### src/rhc_pkg.sv
// Shared types and constants for the RGB/HSV color converter.
`default_nettype none
package rhc_pkg;

  // Operation codes
  localparam logic OP_RGB2HSV = 1'b0;
  localparam logic OP_HSV2RGB = 1'b1;

  // Hue is degrees times 64: one 60 degree sector and the full circle
  localparam logic [14:0] SECTOR = 15'd3840;
  localparam logic [14:0] CIRCLE = 15'd23040;
  localparam logic [14:0] BASE_G = 15'd7680;
  localparam logic [14:0] BASE_B = 15'd15360;

  // Hue sectors for the hsv to rgb direction
  localparam logic [2:0] SEC_RY = 3'd0;
  localparam logic [2:0] SEC_YG = 3'd1;
  localparam logic [2:0] SEC_GC = 3'd2;
  localparam logic [2:0] SEC_CB = 3'd3;
  localparam logic [2:0] SEC_BM = 3'd4;
  localparam logic [2:0] SEC_MR = 3'd5;

  // Entries in the queue between front and back
  localparam int unsigned QDEPTH = 2;

  typedef struct packed {
    logic        op;
    logic [7:0]  red_in;
    logic [7:0]  green_in;
    logic [7:0]  blue_in;
    logic [14:0] hue_in;
    logic [12:0] sat_in;
    logic [12:0] val_in;
  } rhc_in_t;

  typedef struct packed {
    logic [7:0]  red_out;
    logic [7:0]  green_out;
    logic [7:0]  blue_out;
    logic [14:0] hue_out;
    logic [12:0] sat_out;
    logic [12:0] val_out;
  } rhc_out_t;

  // Classified item: everything the back end needs, no division done yet
  typedef struct packed {
    logic        op;
    logic [7:0]  mx;     // max channel
    logic [7:0]  d;      // max minus min
    logic [7:0]  hx;     // magnitude of the hue numerator difference
    logic        hsub;   // subtract the hue quotient from the base
    logic [14:0] hbase;  // hue base of the sector
    logic [2:0]  hi;     // hue sector
    logic [11:0] fr;     // hue fraction within the sector
    logic [12:0] s;      // saturated saturation
    logic [12:0] v;      // saturated value
  } rhc_cls_t;

endpackage
`default_nettype wire

### src/rhc_fifo.sv
// Short queue of classified items between the front and back ends.
`default_nettype none
module rhc_fifo (
  input  wire logic              clk_i,
  input  wire logic              rst_ni,
  input  wire logic              push_i,
  input  wire rhc_pkg::rhc_cls_t data_i,
  output logic                   full_o,
  input  wire logic              pop_i,
  output logic                   empty_o,
  output rhc_pkg::rhc_cls_t      data_o
);
  import rhc_pkg::*;

  localparam int unsigned PW = (QDEPTH > 1) ? $clog2(QDEPTH) : 1;
  localparam int unsigned CW = $clog2(QDEPTH + 1);
  localparam logic [PW-1:0] LAST = PW'(QDEPTH - 1);

  rhc_cls_t      mem_q [QDEPTH];
  logic [PW-1:0] wr_q, wr_d, rd_q, rd_d;
  logic [CW-1:0] cnt_q, cnt_d;

  assign full_o  = (cnt_q == CW'(QDEPTH));
  assign empty_o = (cnt_q == '0);
  assign data_o  = mem_q[rd_q];

  always_comb begin
    wr_d  = wr_q;
    rd_d  = rd_q;
    cnt_d = cnt_q;
    if (push_i) wr_d = (wr_q == LAST) ? '0 : wr_q + PW'(1);
    if (pop_i)  rd_d = (rd_q == LAST) ? '0 : rd_q + PW'(1);
    if (push_i && !pop_i) cnt_d = cnt_q + CW'(1);
    if (!push_i && pop_i) cnt_d = cnt_q - CW'(1);
  end

  always_ff @(posedge clk_i or negedge rst_ni) begin
    if (!rst_ni) begin
      wr_q  <= '0;
      rd_q  <= '0;
      cnt_q <= '0;
    end else begin
      wr_q  <= wr_d;
      rd_q  <= rd_d;
      cnt_q <= cnt_d;
    end
  end

  always_ff @(posedge clk_i) begin
    if (push_i) mem_q[wr_q] <= data_i;
  end

endmodule
`default_nettype wire

### config.mk
export PLATFORM = sky130hd
export DESIGN_NAME = rhc_fifo
export DESIGN_NICKNAME = d
export VERILOG_FILES = /design/src/rhc_pkg.sv /design/src/rhc_fifo.sv
export SDC_FILE = /design/constraint.sdc
export NUM_CORES = 1
export LEC_CHECK = 0
export BUFFER_PORTS_ARGS = -buffer_cell sky130_fd_sc_hd__buf_2
export CAP_MARGIN = 20
export CORE_ASPECT_RATIO = 0.8
export CORE_MARGIN = 2
export CORE_UTILIZATION = 40
export DETAILED_ROUTE_END_ITERATION = 12
export PLACE_DENSITY = 0.77
export SYNTH_ARGS = -nofsm -noshare
export SYNTH_HDL_FRONTEND = slang
export SYNTH_SLANG_ARGS = --single-unit
### constraint.sdc
create_clock -name clk_i -period 4.52 [get_ports clk_i]
set_input_delay 0.226 -clock clk_i [delete_from_list [all_inputs] [get_ports clk_i]]
set_output_delay 0.226 -clock clk_i [all_outputs]
set_load 0.03 [all_outputs]
==> flow_summary.toml, run 1 <==
[power]
p_total_mw = 5.79
p_leak_nw = 3.60
ir_worst_vdd_mv = 0.382
p_per_area_nw_per_um2 = 648

[sta]
tns_ps = 0
finalSetupViolations = 0
fin_crit_sh_pct = 57.5
hold_slack_ps = 23.0
finClkSkew_ps = 5.95
slew_viol_final = 0
hold_viol_final = 0
timing.fmax_mhz = 385
rsz0062_at_grt = "no"
worstMarginPinSlew_ps = 805
slew_headroom_pct = 46.3
final.min_clock_period_ps = 2600

[logic_synthesis]
yosysWarnings = 0
synth-seq-cells = 168
syn_avg_cell_area_sq_um = 23.8
synthCells = 271
syn_area_sq_um = 6450
synth_nets = 358
seq_area_frac_synth_pct = 77.9
synth_cell_types = 14

[cells_and_area]
final-seq-area_sq_um = 5030
areaGrowthSynthToFinish_pct = 38.5
fillers = 1208
drive_gt1_share_pct = 52.0
multi_input_area_sq_um = 1280
nets = 622
antenna_cells = 0

[worst_setup_path]
crit_path_cell_trace = "buf_12 > mux2_2 > buf_2"
path_class = "flip-flop to output pin"
cpPeakStageDelay_ps = 940
reg2reg_from = "wr_q"
end_kind = "output pin"
critPathMaxFanout = 42
worstPathArrival_ps = 2370
path_delay_family = "flip-flops"
cp.depth = 3
crit_buf_inv = 2
r2r_slack_ps = 2580
worstSetupStartpointType = "flip-flop"
critPathSlowestCell = "dfrtp_4"
r2r-end = "mem_q[0][54]"
required_ps = 4290
reg2reg_depth = 3

[route]
wl_per_cell_um = 16.2
viasPerCell = 4.51
first_pass_iters = 4
drc = 0
dr.first_iter.drc_count = 171
dr_total_vias = 3433
wirelength_mm = 12.4
final_antenna_net_count = 0

[floorplan]
fp.coreArea_sq_um = 15800
die_area_sq_um = 17200
die_w_um = 146
die_h_um = 118
start_util_pct = 40.8
ios = 170
fp-row-count = 41

[flow_run]
maxCapViolations = 0

[cts]
h-tree-depth = 4
cts-resized-gates = 0
clkTransAtPathRegs_ps = 60
clockBufferDepth = 2
cts_made_buffers = 17
insertion_delay_ps = 420
clock-sinks = 168
ctsRootBufferMaster = "clkbuf_16"
cts_tree = "done"

[placed_design]
dp_hpwl_mm = 7.39
routabilityCongestion = 0.734
numPortBuffers = 169

[global_routing]
grt_pass1_vias = 3788
grt_overflow = 0
grt_max_degree = 83
grt_pass1_wl_mm = 19.3
grt_antenna_before_repair = 0
grt.total_usage_pct = 14.7

[hold_path]
whs_path_depth = 1
min_to = "mem_q[0][8]"
hold_class = "input port to flip-flop"
hp-start = "data_i[8]"

[run_status]
outcome = "finished, final reports clean"
-- cells in the mapped netlist, drive strengths merged --
cell type,instances,area (sq um)
ha,1,12.5
edfxtp,164,4920
xor2,3,26.3
xnor2,2,17.5
nor2b,1,6.26
inv,1,3.75
and2,1,6.26
nor2,3,11.3
dfrtp,4,100
buf,9,156
mux2,82,1190
-- cell families (layout without fill, tap and decap cells) --
logic type	Yosys count	after routing	share of synthesized area (%)
flops	168	168	77.9
mux	82	82	18.4
simple gates	5	5	0.369
fa+ha+maj	1	1	0.194
buf+inv	10	285	2.48
xor+xnor	5	5	0.679
-- final cells by class --
| class | instances | area share [%] |
|---|---|---|
| inverter | 1 | 0.0420 |
| clock buffer | 20 | 4.89 |
| clock inverter | 10 | 1.99 |
| multi-input combinational | 93 | 14.3 |
| timing repair buffer | 254 | 19.5 |
| tap | 215 | 3.01 |
| sequential | 168 | 56.3 |
-- registers in the layout, summed over array words and instances (netlist names) --
register	count
rd_q	1
mem_q	164
wr_q	1
cnt_q	2
-- cell usage in the layout, fill, tap and decap left out, types with 2 or more instances in the layout --
master         count
mux2_2            12
xor2_1             3
buf_12             3
dfrtp_1            3
mux2_4            70
bufinv_16          5
clkinv_2           3
xnor2_1            2
clkbuf_16         17
buf_2            169
dlygate4sd3_1     81
clkbuf_1           3
nor2_1             2
edfxtp_1         164
-- worst max-delay path by stage --
stage / start / to
2_1_floorplan: wr_q / mem_q[0][0]
3_3_place_gp: wr_q / mem_q[0][55]
3_5_place_dp: rd_q / data_o[55]
4_1_cts: rd_q / data_o[55]
5_1_grt: rd_q / data_o[52]
6_report: rd_q / data_o[58]
-- timing repair --
action,CTS,global route
endpoints found under the hold margin,162,0
hold buffers,81,0
buffers inserted,0,0
-- per-stage QoR --
stage | setup slack (ps) | cell area, sq um | utilization, % | instances
2_1_floorplan | 170 | 6450 | - | 271
3_3_place_gp | 2370 | 7460 | 47.2 | 648
3_5_place_dp | 2340 | 7490 | 47.4 | 649
4_1_cts | 1880 | 8920 | 56.4 | 760
5_1_grt | 1810 | 8940 | 56.6 | 761
6_report | 1920 | 8940 | 56.6 | 761
-- power breakdown --
part           internal [mW]  switching (mW)
combinational          0.854            1.17
clock                  0.969           0.540
sequential              2.07           0.186
total                   3.89            1.90
-- metal layers --
layer,track usage [%],share of wire [%],vias to the layer above
met5,0,0,-
met4,6.07,1.4,0
met3,5.00,6.1,16
met2,26.0,52,114
met1,16.3,41,1707
li1,-,-,1596
Note: power is estimated with default switching activity, not from simulation.
==> run 2: changes to the inputs <==
ABC_AREA = 1   (was default)
clock period = 2.2 ns   (was 4.52 ns; I/O delays follow)
==> run 2 against run 1 <==
Compared with the run above: flip-flop and latch count unchanged; cell count is 23% higher; routed wire length grew 3.5%; clock-buffer cell count fell by 1; largest power group unchanged; power rose by 100%; non-clock buffer count increased by 6; worst hold slack better by 6.3 ps; worst setup slack worse by 1700 ps; sequential power increased by 100%; core utilization grew 1.7 points; register-to-register slack worse by 1800 ps; global-route usage up 0.97 points.
==> flow_summary.toml, run 2 <==
[route]
drc = 0
first_pass_iters = 5
wl_per_cell_um = 13.6
dr.first_iter.drc_count = 232
dr_total_vias = 4092
viasPerCell = 4.37
final_antenna_net_count = 0
wirelength_mm = 12.8

[hold_path]
hold_class = "input port to async pin"

[worst_setup_path]
required_ps = 2090
crit_path_cell_trace = "buf_12 > nand2_1 > o21ai_0 > buf_2"
critPathSlowestCell = "dfrtp_4"
cpPeakStageDelay_ps = 700
critPathMaxFanout = 71
worstPathArrival_ps = 1890
end_kind = "output pin"
worstSetupStartpointType = "flip-flop"
path_class = "flip-flop to output pin"

[power]
ir_worst_vdd_mv = 0.761
p_leak_nw = 3.75
p_per_area_nw_per_um2 = 1320

[cts]
h-tree-depth = 4
ctsRootBufferMaster = "clkbuf_16"
cts_tree = "done"
cts_made_buffers = 17
clockBufferDepth = 2
insertion_delay_ps = 410
cts_setup_buffers = 0
clkTransAtPathRegs_ps = 60
clock-sinks = 168

[cells_and_area]
final-seq-area_sq_um = 5030
reg_top3 = "mem_q: 164 flops, cnt_q: 2 flops"
final_common_cell = "buf_2"
areaGrowthSynthToFinish_pct = 40.9
multi_input_area_sq_um = 806
top_register = "mem_q"
fillers = 1147
fin_cells = 937
drive_gt1_share_pct = 28.4
layout_common_cells = "169 x buf_2, 164 x edfxtp_1, 87 x inv_1, 87 x nand2_1, 85 x dlygate4sd3_1"
largest_reg_flops = 164
nets = 800

[floorplan]
fp.coreArea_sq_um = 15200
start_util_pct = 41.4
fp-row-count = 40
ios = 170
die_w_um = 144
die_area_sq_um = 16700
die_h_um = 116

[logic_synthesis]
synthCells = 452
synth_nets = 539
synth_common_cells = "164 x edfxtp_1, 88 x inv_1, 87 x nand2_1"
synth_cell_types = 15
yosysMostFrequentCell = "edfxtp_1"
seq_area_frac_synth_pct = 80.1
synth-main-ff-cell = "edfxtp_1"
synth-edff-count = 164
synth_top_area_share_pct = 78.5
syn_avg_cell_area_sq_um = 13.9
yosysWarnings = 0
syn_area_sq_um = 6270
synth_area_leaders = "edfxtp_1 79%, o21ai_0 5.4%, inv_1 5.3%"
synth_top_area_cell = "edfxtp_1"
synth-seq-cells = 168
async_flop_share_pct = 2.38

[sta]
slew_headroom_pct = 67.8
rsz0062_at_grt = "no"
timing.fmax_mhz = 500
finClkSkew_ps = 7.59
final.min_clock_period_ps = 2000
worstMarginPinSlew_ps = 482
slew_viol_final = 0
tns_ps = 0
hold_slack_ps = 29.3
fin_crit_sh_pct = 90.9
finalSetupViolations = 0
hold_viol_final = 0

[flow_run]
maxCapViolations = 0

[global_routing]
grt_max_degree = 72
grt_overflow = 0
grt.total_usage_pct = 15.7
grt_antenna_before_repair = 0
grt_pass1_vias = 4211
grt_pass1_wl_mm = 19.5

[placed_design]
routabilityCongestion = 0.713
numPortBuffers = 169
dp.cells = 819
dp_hpwl_mm = 7.42

[run_status]
outcome = "finished, final reports clean"
run 2: changes by cell type after synthesis, sizes merged, moves of 9 or more:
| cell | before | now |
|---|---|---|
| nand2 | 0 | 87 |
| buf | 9 | 18 |
| mux2 | 82 | 0 |
| o21ai | 0 | 82 |
| inv | 1 | 88 |
run 2: per-layer routing:
layer / vias to the layer above / GRT usage (%) / share of wire, %
li1: 2046 / - / -
met1: 1883 / 16.7 / 39
met2: 148 / 28.5 / 52
met3: 15 / 6.32 / 7.6
met4: 0 / 5.23 / 1.3
met5: - / 0 / 0
run 2: cell families after synthesis:
group / synth area share [%]
buffers and inverters: 7.16
XOR/XNOR: 0.419
flip-flops: 80.1
AND/OR/NAND/NOR: 5.57
AO/OA/AOI/OAI: 6.54
adder cells (fa/ha/maj): 0.199
run 2: area by class of cell:
| type | count | share of cell area (%) |
|---|---|---|
| Timing Repair Buffer | 260 | 20.3 |
| Clock buffer | 19 | 4.90 |
| Sequential cell | 168 | 56.9 |
| Inverter | 88 | 3.78 |
| Antenna cell | 1 | 0.0283 |
| Multi-Input combinational cell | 178 | 9.12 |
| Tap cell | 210 | 2.97 |
| Clock inverter | 13 | 2.02 |
run 2: metrics by stage:
| stage | area, sq um | power (mW) | utilization, % | setup slack [ps] |
|---|---|---|---|---|
| 6_report | 8840 | 11.7 | 58.3 | 200 |
| 2_1_floorplan | 6280 | 7.42 | - | 98.5 |
| 3_3_place_gp | 7370 | 8.55 | 48.6 | 645 |
| 5_1_grt | 8830 | 12.3 | 58.3 | 41.2 |
| 4_1_cts | 8830 | 11.8 | 58.3 | 201 |
| 3_5_place_dp | 7370 | 8.62 | 48.6 | 648 |
run 2: where the power goes:
| part | switching [mW] | internal [mW] | total, mW |
|---|---|---|---|
| logic | 3.04 | 1.12 | 4.17 |
| registers | 0.264 | 4.25 | 4.51 |
| clock network | 1.13 | 1.89 | 3.03 |
run 2: final timing paths:
kind,cells after the start,start,end,slack (ps)
setup / recovery,4,rd_q,data_o[2],200
hold / removal,2,rst_ni,cnt_q[1],30
setup reg to reg,3,wr_q,mem_q[1][64],780
hold reg to reg,2,cnt_q[1],cnt_q[1],500
max in group asynchronous,2,rst_ni,rd_q,2030
min in group clk_i,2,data_i[75],mem_q[0][75],420
run 2: what timing repair did:
action,4_1_cts,5_1_grt
hold endpoints to repair,170,0
resized for setup,0,0
hold buffers,85,0
endpoints found under the setup margin,0,0
run 2: critical path, delay by kind of cell (launching register included):
kind	cells	cell delay, ps
flip-flops	1	700
buffers and inverters	2	520
AND/OR/NAND/NOR	1	100
AO/OA/AOI/OAI	1	100
