$ cat src/rhc_pkg.sv
// Shared types and constants for the RGB/HSV color converter.
`default_nettype none
package rhc_pkg;

  // Operation codes
  localparam logic OP_RGB2HSV = 1'b0;
  localparam logic OP_HSV2RGB = 1'b1;

  // Hue is degrees times 64: one 60 degree sector and the full circle
  localparam logic [14:0] SECTOR = 15'd3840;
  localparam logic [14:0] CIRCLE = 15'd23040;
  localparam logic [14:0] BASE_G = 15'd7680;
  localparam logic [14:0] BASE_B = 15'd15360;

  // Hue sectors for the hsv to rgb direction
  localparam logic [2:0] SEC_RY = 3'd0;
  localparam logic [2:0] SEC_YG = 3'd1;
  localparam logic [2:0] SEC_GC = 3'd2;
  localparam logic [2:0] SEC_CB = 3'd3;
  localparam logic [2:0] SEC_BM = 3'd4;
  localparam logic [2:0] SEC_MR = 3'd5;

  // Entries in the queue between front and back
  localparam int unsigned QDEPTH = 2;

  typedef struct packed {
    logic        op;
    logic [7:0]  red_in;
    logic [7:0]  green_in;
    logic [7:0]  blue_in;
    logic [14:0] hue_in;
    logic [12:0] sat_in;
    logic [12:0] val_in;
  } rhc_in_t;

  typedef struct packed {
    logic [7:0]  red_out;
    logic [7:0]  green_out;
    logic [7:0]  blue_out;
    logic [14:0] hue_out;
    logic [12:0] sat_out;
    logic [12:0] val_out;
  } rhc_out_t;

  // Classified item: everything the back end needs, no division done yet
  typedef struct packed {
    logic        op;
    logic [7:0]  mx;     // max channel
    logic [7:0]  d;      // max minus min
    logic [7:0]  hx;     // magnitude of the hue numerator difference
    logic        hsub;   // subtract the hue quotient from the base
    logic [14:0] hbase;  // hue base of the sector
    logic [2:0]  hi;     // hue sector
    logic [11:0] fr;     // hue fraction within the sector
    logic [12:0] s;      // saturated saturation
    logic [12:0] v;      // saturated value
  } rhc_cls_t;

endpackage
`default_nettype wire

$ cat src/rhc_front.sv
// Front end: classify an incoming item (sector, spread, hue sector and fraction, clipped s and v).
`default_nettype none
module rhc_front #(
  parameter int unsigned UNIT_BITS = 12
) (
  input  wire rhc_pkg::rhc_in_t item_i,
  output rhc_pkg::rhc_cls_t     cls_o
);
  import rhc_pkg::*;

  localparam logic [31:0] UNIT = 32'd1 << UNIT_BITS;

  logic [7:0]  r, g, b, mx, mn;
  logic [14:0] h, hoff;

  always_comb begin
    r  = item_i.red_in;
    g  = item_i.green_in;
    b  = item_i.blue_in;
    mx = r;
    mn = r;
    if (g > mx) mx = g;
    if (b > mx) mx = b;
    if (g < mn) mn = g;
    if (b < mn) mn = b;

    cls_o       = '0;
    cls_o.op    = item_i.op;
    cls_o.mx    = mx;
    cls_o.d     = mx - mn;

    // Red wins ties, then green
    if (mx == r) begin
      if (g >= b) begin
        cls_o.hbase = '0;
        cls_o.hsub  = 1'b0;
        cls_o.hx    = g - b;
      end else begin
        cls_o.hbase = CIRCLE;
        cls_o.hsub  = 1'b1;
        cls_o.hx    = b - g;
      end
    end else if (mx == g) begin
      cls_o.hbase = BASE_G;
      cls_o.hsub  = (b < r);
      cls_o.hx    = (b >= r) ? b - r : r - b;
    end else begin
      cls_o.hbase = BASE_B;
      cls_o.hsub  = (r < g);
      cls_o.hx    = (r >= g) ? r - g : g - r;
    end

    // Wrap hue once, then find its sector
    h = (item_i.hue_in >= CIRCLE) ? item_i.hue_in - CIRCLE : item_i.hue_in;
    if (h >= 15'(5 * 3840)) begin
      cls_o.hi = SEC_MR;
      hoff     = 15'(5 * 3840);
    end else if (h >= 15'(4 * 3840)) begin
      cls_o.hi = SEC_BM;
      hoff     = 15'(4 * 3840);
    end else if (h >= 15'(3 * 3840)) begin
      cls_o.hi = SEC_CB;
      hoff     = 15'(3 * 3840);
    end else if (h >= 15'(2 * 3840)) begin
      cls_o.hi = SEC_GC;
      hoff     = 15'(2 * 3840);
    end else if (h >= SECTOR) begin
      cls_o.hi = SEC_YG;
      hoff     = SECTOR;
    end else begin
      cls_o.hi = SEC_RY;
      hoff     = '0;
    end
    cls_o.fr = 12'(h - hoff);

    // Clip saturation and value to one unit
    cls_o.s = ({19'd0, item_i.sat_in} > UNIT) ? UNIT[12:0] : item_i.sat_in;
    cls_o.v = ({19'd0, item_i.val_in} > UNIT) ? UNIT[12:0] : item_i.val_in;
  end

endmodule
`default_nettype wire

$ cat config.mk
export PLATFORM = sky130hd
export DESIGN_NAME = rhc_front
export DESIGN_NICKNAME = d
export VERILOG_FILES = /design/src/rhc_pkg.sv /design/src/rhc_front.sv
export SDC_FILE = /design/constraint.sdc
export NUM_CORES = 1
export LEC_CHECK = 0
export BUFFER_PORTS_ARGS = -buffer_cell sky130_fd_sc_hd__buf_4
export CORE_UTILIZATION = 54
export DETAILED_ROUTE_END_ITERATION = 6
export GPL_TIMING_DRIVEN = 0
export PLACE_DENSITY = 0.85
export SYNTH_ARGS = -nofsm -noshare
export SYNTH_HDL_FRONTEND = slang
export SYNTH_SLANG_ARGS = --single-unit
export TNS_END_PERCENT = 1
$ cat constraint.sdc
create_clock -name vclk -period 6.9
set_clock_uncertainty 0.1 [all_clocks]
set_input_delay 0.345 -clock vclk [all_inputs]
set_output_delay 0.345 -clock vclk [all_outputs]
set_load 0.02 [all_outputs]
==> results of run 1 <==
layout make-up:
type	count	area, µm²
Multi-Input combinational cell	500	3880
Fill cell	659	2231
Timing Repair Buffer	139	1041
Buffer	36	246.5
Inverter	43	161.4
Tap cell	102	127.6
where the power goes:
| part | switching [mW] | internal [mW] | total [mW] |
|---|---|---|---|
| clock | 0 | 0 | 0 |
| combinational | 0.529 | 0.398 | 0.927 |
| sequential | 0 | 0 | 0 |
| total | 0.529 | 0.398 | 0.927 |
through the flow:
step	area, µm²	total power [mW]
2_1_floorplan	4292	0.6230
3_3_place_gp	5455	0.8985
3_5_place_dp	5455	0.9181
4_1_cts	5455	0.9240
6_report	5456	0.9270
5_1_grt	5456	1.005
worst max path at each step:
stage                      to  slack (ns)
global placement    cls_o[57]        0.54
finish              cls_o[57]        0.48
global route        cls_o[57]        0.09
CTS                 cls_o[57]        0.36
detailed placement  cls_o[57]        0.38
floorplan           cls_o[56]        1.24
logic make-up after synthesis:
family	count (synthesis)	share of synthesized area, %
simple gates	183	22.02
fa+ha+maj	78	23.96
xor+xnor	48	10.04
buf+inv	80	9.659
mux	49	12.45
other cells	1	0.08800
compound gates	133	21.79
cells in the mapped netlist (12+ instances only):
cell | count | area [µm²]
a21oi_1 | 36 | 180.2
xnor2_1 | 31 | 271.5
mux2i_1 | 35 | 350.3
a21o_1 | 13 | 97.59
nor2b_1 | 33 | 206.5
o21ai_0 | 22 | 110.1
inv_1 | 43 | 161.4
mux2_2 | 12 | 135.1
buf_4 | 20 | 150.1
nor2_1 | 39 | 146.4
ha_1 | 68 | 850.8
nand2_1 | 53 | 198.9
xor2_1 | 16 | 140.1
what timing repair did:
item,4_1_cts,5_1_grt
endpoints found under the setup margin,0,7
resized for setup,0,1
endpoints found under the hold margin,0,0
metal layers:
metal  vias to the layer above  part of all wire (%)  global-route usage (%)
met3                        25                   5.3                   1.684
met1                      2167                    42                   36.38
li1                       2288                     -                       -
met4                         0                   2.2                   6.349
met2                       178                    51                   58.52
met5                         -                     0                       0
==> impl_metrics.env, run 1 <==
export IMPL_ir_drop_v=0.0002271
export IMPL_nets=861
export IMPL_initial_core_util_pct=55.44
export IMPL_whs_endpoint="cls_o[81]"
export IMPL_hold_viol=0
export IMPL_cp_slowest_cell="o22ai_4"
export IMPL_cp_max_fo=19
export IMPL_final_cell_mix="buf_4, ha_1, nand2_1"
export IMPL_drt_first_iter_violations=177
export IMPL_die_x_um=90.84
export IMPL_grt_use_total_pct=30.28
export IMPL_coreArea_um2=7687
export IMPL_area_growth_pct=28.04
export IMPL_fmax_mhz=155.7
export IMPL_finalSetupViolCount=0
export IMPL_dr_total_vias=4658
export IMPL_p_per_area_nw_per_um2=169.9
export IMPL_final_common_cell="buf_4"
export IMPL_yosysSeqAreaShare_pct=0
export IMPL_wire_per_inst_um=15.75
export IMPL_clkbuf_count=0
export IMPL_critical_path_top_delay_family="compound AO/OA/AOI/OAI gates"
export IMPL_rsz0062_at_grt="false"
export IMPL_cp_end_kind="output pin"
export IMPL_cp_depth=25
export IMPL_die_area_um2=8251
export IMPL_antenna_found_initial=0
export IMPL_status="completed"
export IMPL_regArea_um2=0
export IMPL_tightest_slew_ns=0.9269
export IMPL_cts_setup_buffers=0
export IMPL_slew_headroom_pct=37.68
export IMPL_cp_startpoint="item_i[52]"
export IMPL_p_leak_nw=2.810
export IMPL_antenna_cells=0
export IMPL_critical_path_max_stage_delay_ns=0.50
export IMPL_synth_avg_cell_area_um2=7.450
export IMPL_worstHoldStart="item_i[65]"
export IMPL_setup_tns_ns=0
export IMPL_dp_hpwl_mm=11.17
export IMPL_period_share_pct=93.08
export IMPL_grt_overflow=0
export IMPL_maxCapViolCount=0
export IMPL_grt_pass1_wl_mm=20.82
export IMPL_drcViolationCount=0
export IMPL_seq_cells=0
export IMPL_hold_class="input port to output pin"
export IMPL_min_period_ns=6.423
export IMPL_fp_row_count=32
export IMPL_drt_total_wl_mm=12.92
export IMPL_cp_required_ns=6.45
export IMPL_yosys_warnings=0
export IMPL_crit_type="input port to output pin"
export IMPL_final_util_pct=70.98
export IMPL_slew_violations=0
export IMPL_synthDistinctLibCells=64
export IMPL_finalNonFillerCells=820
export IMPL_worst_setup_path_start_kind="input port"
export IMPL_post_place_cells=820
export IMPL_ios=148
export IMPL_crit_buf_inv=6
export IMPL_grt_pass1_vias=4462
export IMPL_netlist_instances=572
export IMPL_drive_gt1_share_pct=27.86
export IMPL_postCtsHoldBufs=0
export IMPL_firstDrtPassIters=4
export IMPL_fp_dieH_um=90.84
export IMPL_io_buffers=138
export IMPL_cp_data_arrival_time_ns=5.98
export IMPL_ant_nets=0
export IMPL_syn_cell_area_um2=4262
export IMPL_dpl_worst_slack_ns=0.3794
export IMPL_place_congestion=0.9673
export IMPL_via_per_inst=5.680
export IMPL_whs_path_depth=2
export IMPL_worst_slack_ns=0.4771
export IMPL_grt_max_degree=11
export IMPL_holdWs_ns=0.7878
Power figures use the tool's default switching activity.
==> run 2, diff against run 1 <==
==> constraint.sdc (replaced) <==
create_clock -name vclk -period 6.9
set_clock_uncertainty 0.1 [all_clocks]
set_input_delay 0.69 -clock vclk [all_inputs]
set_output_delay 0.69 -clock vclk [all_outputs]
set_load 0.02 [all_outputs]
==> run 2 against run 1 <==
Compared with the run above:
- total power rose by 2.6%
- count of clock-buffer cells in the layout is the same
- largest cell class unchanged
- largest power group unchanged
- critical endpoint unchanged
- routed wire length is 3.2% higher
- global-route usage grew 0.11 points
==> impl_metrics.env, run 2 (synthesis gave the netlist of run 1 again) <==
export IMPL_wire_per_inst_um=16.07
export IMPL_tightest_slew_ns=0.9243
export IMPL_hold_viol=0
export IMPL_hold_class="input port to output pin"
export IMPL_dpl_cell_area_um2=5455
export IMPL_antenna_found_initial=0
export IMPL_min_period_ns=6.684
export IMPL_period_share_pct=96.87
export IMPL_die_x_um=90.84
export IMPL_postCtsHoldBufs=0
export IMPL_ant_nets=0
export IMPL_final_cell_mix="buf_4, ha_1, nand2_1"
export IMPL_grt_pass1_vias=4494
export IMPL_final_common_cell="buf_4"
export IMPL_post_route_cell_area_um2=5580
export IMPL_power_frac_seq_pct=0
export IMPL_cp_end_kind="output pin"
export IMPL_cp_data_arrival_time_ns=5.89
export IMPL_crit_buf_inv=8
export IMPL_initial_core_util_pct=55.44
export IMPL_cp_max_fo=10
export IMPL_via_per_inst=5.695
export IMPL_firstDrtPassIters=6
export IMPL_cp_required_ns=6.11
export IMPL_nets=871
export IMPL_maxCapViolCount=0
export IMPL_crit_type="input port to output pin"
export IMPL_grt_use_total_pct=30.39
export IMPL_drt_first_iter_violations=202
export IMPL_fp_dieH_um=90.84
export IMPL_finalSetupViolCount=0
export IMPL_status="completed"
export IMPL_power_switching_uw=540.8
export IMPL_clkbuf_count=0
export IMPL_worstHoldStart="item_i[65]"
export IMPL_p_int_uw=410.3
export IMPL_worst_setup_path_start_kind="input port"
export IMPL_drcViolationCount=0
export IMPL_area_growth_pct=30.95
export IMPL_slew_violations=0
export IMPL_n_fill_cell=643
export IMPL_whs_endpoint="cls_o[81]"
export IMPL_seq_cells=0
export IMPL_io_buffers=138
export IMPL_place_congestion=0.9673
export IMPL_critical_path_max_stage_delay_ns=0.42
export IMPL_ir_drop_v=0.0002302
export IMPL_coreArea_um2=7687
export IMPL_switching_share_pct=56.86
export IMPL_slew_headroom_pct=37.85
export IMPL_p_leak_nw=2.873
export IMPL_setup_tns_ns=0
export IMPL_fmax_mhz=149.6
export IMPL_power_uw=951.1
export IMPL_whs_path_depth=2
export IMPL_drt_total_wl_mm=13.34
export IMPL_antenna_cells=0
export IMPL_drive_gt1_share_pct=30.36
export IMPL_p_per_area_nw_per_um2=170.4
export IMPL_post_place_cells=820
export IMPL_fp_row_count=32
export IMPL_grt_overflow=0
export IMPL_grt_pass1_wl_mm=20.91
export IMPL_ios=148
export IMPL_finalNonFillerCells=830
export IMPL_grt_max_degree=11
export IMPL_regArea_um2=0
export IMPL_die_area_um2=8251
export IMPL_dp_hpwl_mm=11.17
export IMPL_cp_slowest_cell="or4_1"
export IMPL_dr_total_vias=4727
export IMPL_clkPwrFrac_pct=0
export IMPL_critical_path_top_delay_family="compound AO/OA/AOI/OAI gates"
export IMPL_power_frac_comb_pct=100.0
## run 2: cell types whose count changed in the layout (fill, tap and decap cells not counted), moves of 2 or more
| cell | before | now |
|---|---|---|
| a21oi_1 | 36 | 32 |
| a21oi_2 | 3 | 7 |
| buf_4 | 158 | 169 |
| clkbuf_1 | 9 | 7 |
| o21ai_1 | 4 | 2 |
## run 2: what timing repair did
| action | 4_1_cts | 5_1_grt |
|---|---|---|
| hold endpoints to repair | 0 | 0 |
| resized for setup | 6 | 12 |
| pin swaps | 0 | 1 |
| buffers inserted | 2 | 8 |
| setup endpoints to repair | 14 | 19 |
## run 2: worst max-delay path by stage
stage	cells past startpoint	slack, ns	to	start
after global routing	27	-0.05	cls_o[57]	item_i[49]
after detailed placement	26	-0.31	cls_o[57]	item_i[52]
after global placement	26	-0.15	cls_o[57]	item_i[52]
after CTS	27	0.02	cls_o[57]	item_i[49]
final	27	0.22	cls_o[57]	item_i[49]
after floorplan	24	0.55	cls_o[56]	item_i[52]
## run 2: power groups by stage
stage / Sequential (mW) / Clock, mW / Combinational (mW)
after floorplan: 0 / 0 / 0.623
after global placement: 0 / 0 / 0.899
after detailed placement: 0 / 0 / 0.918
after CTS: 0 / 0 / 0.933
after global routing: 0 / 0 / 1.03
final: 0 / 0 / 0.951
## run 2: stage by stage
step	hold WS [ns]	worst slack [ns]	utilization, %
2_1_floorplan	1.358	0.5520	-
3_3_place_gp	1.478	-0.1535	70.96
3_5_place_dp	1.478	-0.3106	70.96
4_1_cts	1.478	0.02333	71.39
5_1_grt	1.482	-0.04731	72.59
6_report	1.478	0.2161	72.59
## run 2: layout make-up
| type | count | area [µm²] | area share, % |
|---|---|---|---|
| inverter | 43 | 161.4 | 2.892 |
| buffer | 36 | 254.0 | 4.552 |
| multi-input combinational | 500 | 3921 | 70.27 |
| timing repair buffer | 149 | 1116 | 20.00 |
| tap | 102 | 127.6 | 2.287 |
## run 2: metal layers
layer  vias up  part of all wire (%)  track usage, %
met5         -                     0               0
met4         0                   2.0           5.952
met3        26                   6.0           1.684
met2       203                    51           59.09
met1      2196                    41           36.38
li1       2302                     -               -
==> run 3, diff against run 2 <==
==> constraint.sdc (replaced) <==
create_clock -name vclk -period 6.5
set_clock_uncertainty 0.1 [all_clocks]
set_input_delay 0.65 -clock vclk [all_inputs]
set_output_delay 0.65 -clock vclk [all_outputs]
set_load 0.02 [all_outputs]
==> run 3 against run 2 <==
Compared with the run above:
- worst setup slack lost 0.068 ns
- critical path type unchanged
- combinational power grew 10%
- first-iteration DRC count shrank 3.0%
- global-route usage grew 0.34 points
- cell count grew 0.72%
==> impl_metrics.env, run 3 (synthesis gave the netlist of run 1 again) <==
export IMPL_firstDrtPassIters=5
export IMPL_n_fill_cell=606
export IMPL_drive_gt1_share_pct=32.29
export IMPL_seq_cells=0
export IMPL_p_leak_nw=2.905
export IMPL_final_common_cell="buf_4"
export IMPL_path_common_cell="buf_4"
export IMPL_status="completed"
export IMPL_drt_total_wl_mm=13.64
export IMPL_power_mw=1.046
export IMPL_dp_hpwl_mm=11.17
export IMPL_dr_total_vias=4748
export IMPL_critical_path_max_stage_delay_ns=0.42
export IMPL_hold_class="input port to output pin"
export IMPL_tightest_slew_ns=0.9381
export IMPL_via_per_inst=5.679
export IMPL_worst_setup_path_start_kind="input port"
export IMPL_period_share_pct=97.72
export IMPL_setup_tns_ns=0
export IMPL_antenna_cells=0
export IMPL_die_area_um2=8251
export IMPL_ios=148
export IMPL_hold_viol=0
export IMPL_place_congestion=0.9673
export IMPL_clkbuf_count=0
export IMPL_fp_dieH_um=90.84
export IMPL_slew_headroom_pct=36.93
export IMPL_die_x_um=90.84
export IMPL_grt_pass1_wl_mm=21.13
export IMPL_coreArea_um2=7687
export IMPL_multi_input_area_um2=3989
export IMPL_grt_max_degree=11
export IMPL_area_growth_pct=34.09
export IMPL_critical_path_top_delay_family="compound AO/OA/AOI/OAI gates"
export IMPL_initial_core_util_pct=55.44
export IMPL_maxCapViolCount=0
export IMPL_crit_type="input port to output pin"
export IMPL_cp_end_kind="output pin"
export IMPL_final_cell_mix="buf_4, ha_1, nand2_1"
export IMPL_antenna_found_initial=0
export IMPL_drt_first_iter_violations=196
export IMPL_min_period_ns=6.352
export IMPL_regArea_um2=0
export IMPL_grt_pass1_vias=4530
export IMPL_fp_row_count=32
export IMPL_drcViolationCount=0
export IMPL_cp_required_ns=5.75
export IMPL_grt_use_total_pct=30.73
export IMPL_cp_data_arrival_time_ns=5.60
export IMPL_wire_per_inst_um=16.31
export IMPL_ir_drop_v=0.0002492
export IMPL_cp_max_fo=10
export IMPL_p_per_area_nw_per_um2=183.1
export IMPL_cp_slowest_cell="or4_4"
export IMPL_io_buffers=138
export IMPL_finalSetupViolCount=0
export IMPL_slew_violations=0
export IMPL_grt_overflow=0
export IMPL_fmax_mhz=157.4
export IMPL_ant_nets=0
export IMPL_crit_buf_inv=8
export IMPL_nets=877
run 3: cell types whose count changed in the layout (fill, tap and decap cells not counted), sizes merged:
cell      change
buf           +7
clkbuf        -1
inv           -1
clkinvlp      +1
run 3: routing by layer:
metal	wire length (µm)	track usage [%]	up-vias	share of wire (%)
li1	-	-	2315	-
met1	5617	36.79	2227	41
met2	7098	60.29	190	52
met3	778	1.431	16	5.7
met4	140	5.291	0	1.0
met5	0	0	-	0
run 3: timing repair:
action                                 CTS  global route
endpoints found under the hold margin    0             0
hold buffers                             0             0
pin swaps                                2             5
resized for setup                       13            24
buffers inserted                         7             9
setup endpoints to repair               20            20
run 3: power by group:
group          total [mW]  switching [mW]  internal [mW]
combinational        1.05           0.587          0.459
sequential              0               0              0
clock                   0               0              0
total                1.05           0.587          0.459
run 3: final cells by class:
type,count,area share (%)
multi-input combinational,500,69.81
inverter,43,2.890
tap,102,2.233
timing repair buffer,155,20.39
buffer,36,4.686
run 3: through the flow:
| step | hold WS [ns] | worst slack (ns) | std cells | utilization [%] | area [µm²] |
|---|---|---|---|---|---|
| after floorplan | 1.278 | 0.2320 | 580 | - | 4292 |
| after global placement | 1.398 | -0.4735 | 820 | 70.96 | 5455 |
| after detailed placement | 1.398 | -0.6306 | 820 | 70.96 | 5455 |
| after CTS | 1.398 | 0.01124 | 826 | 72.20 | 5550 |
| after global routing | 1.402 | -0.08533 | 836 | 74.33 | 5714 |
| final | 1.398 | 0.1480 | 836 | 74.33 | 5714 |
run 3: final timing paths:
| check | startpoint | endpoint | cells past startpoint |
|---|---|---|---|
| worst max-delay path | item_i[49] | cls_o[57] | 25 |
| worst min-delay path | item_i[65] | cls_o[81] | 2 |
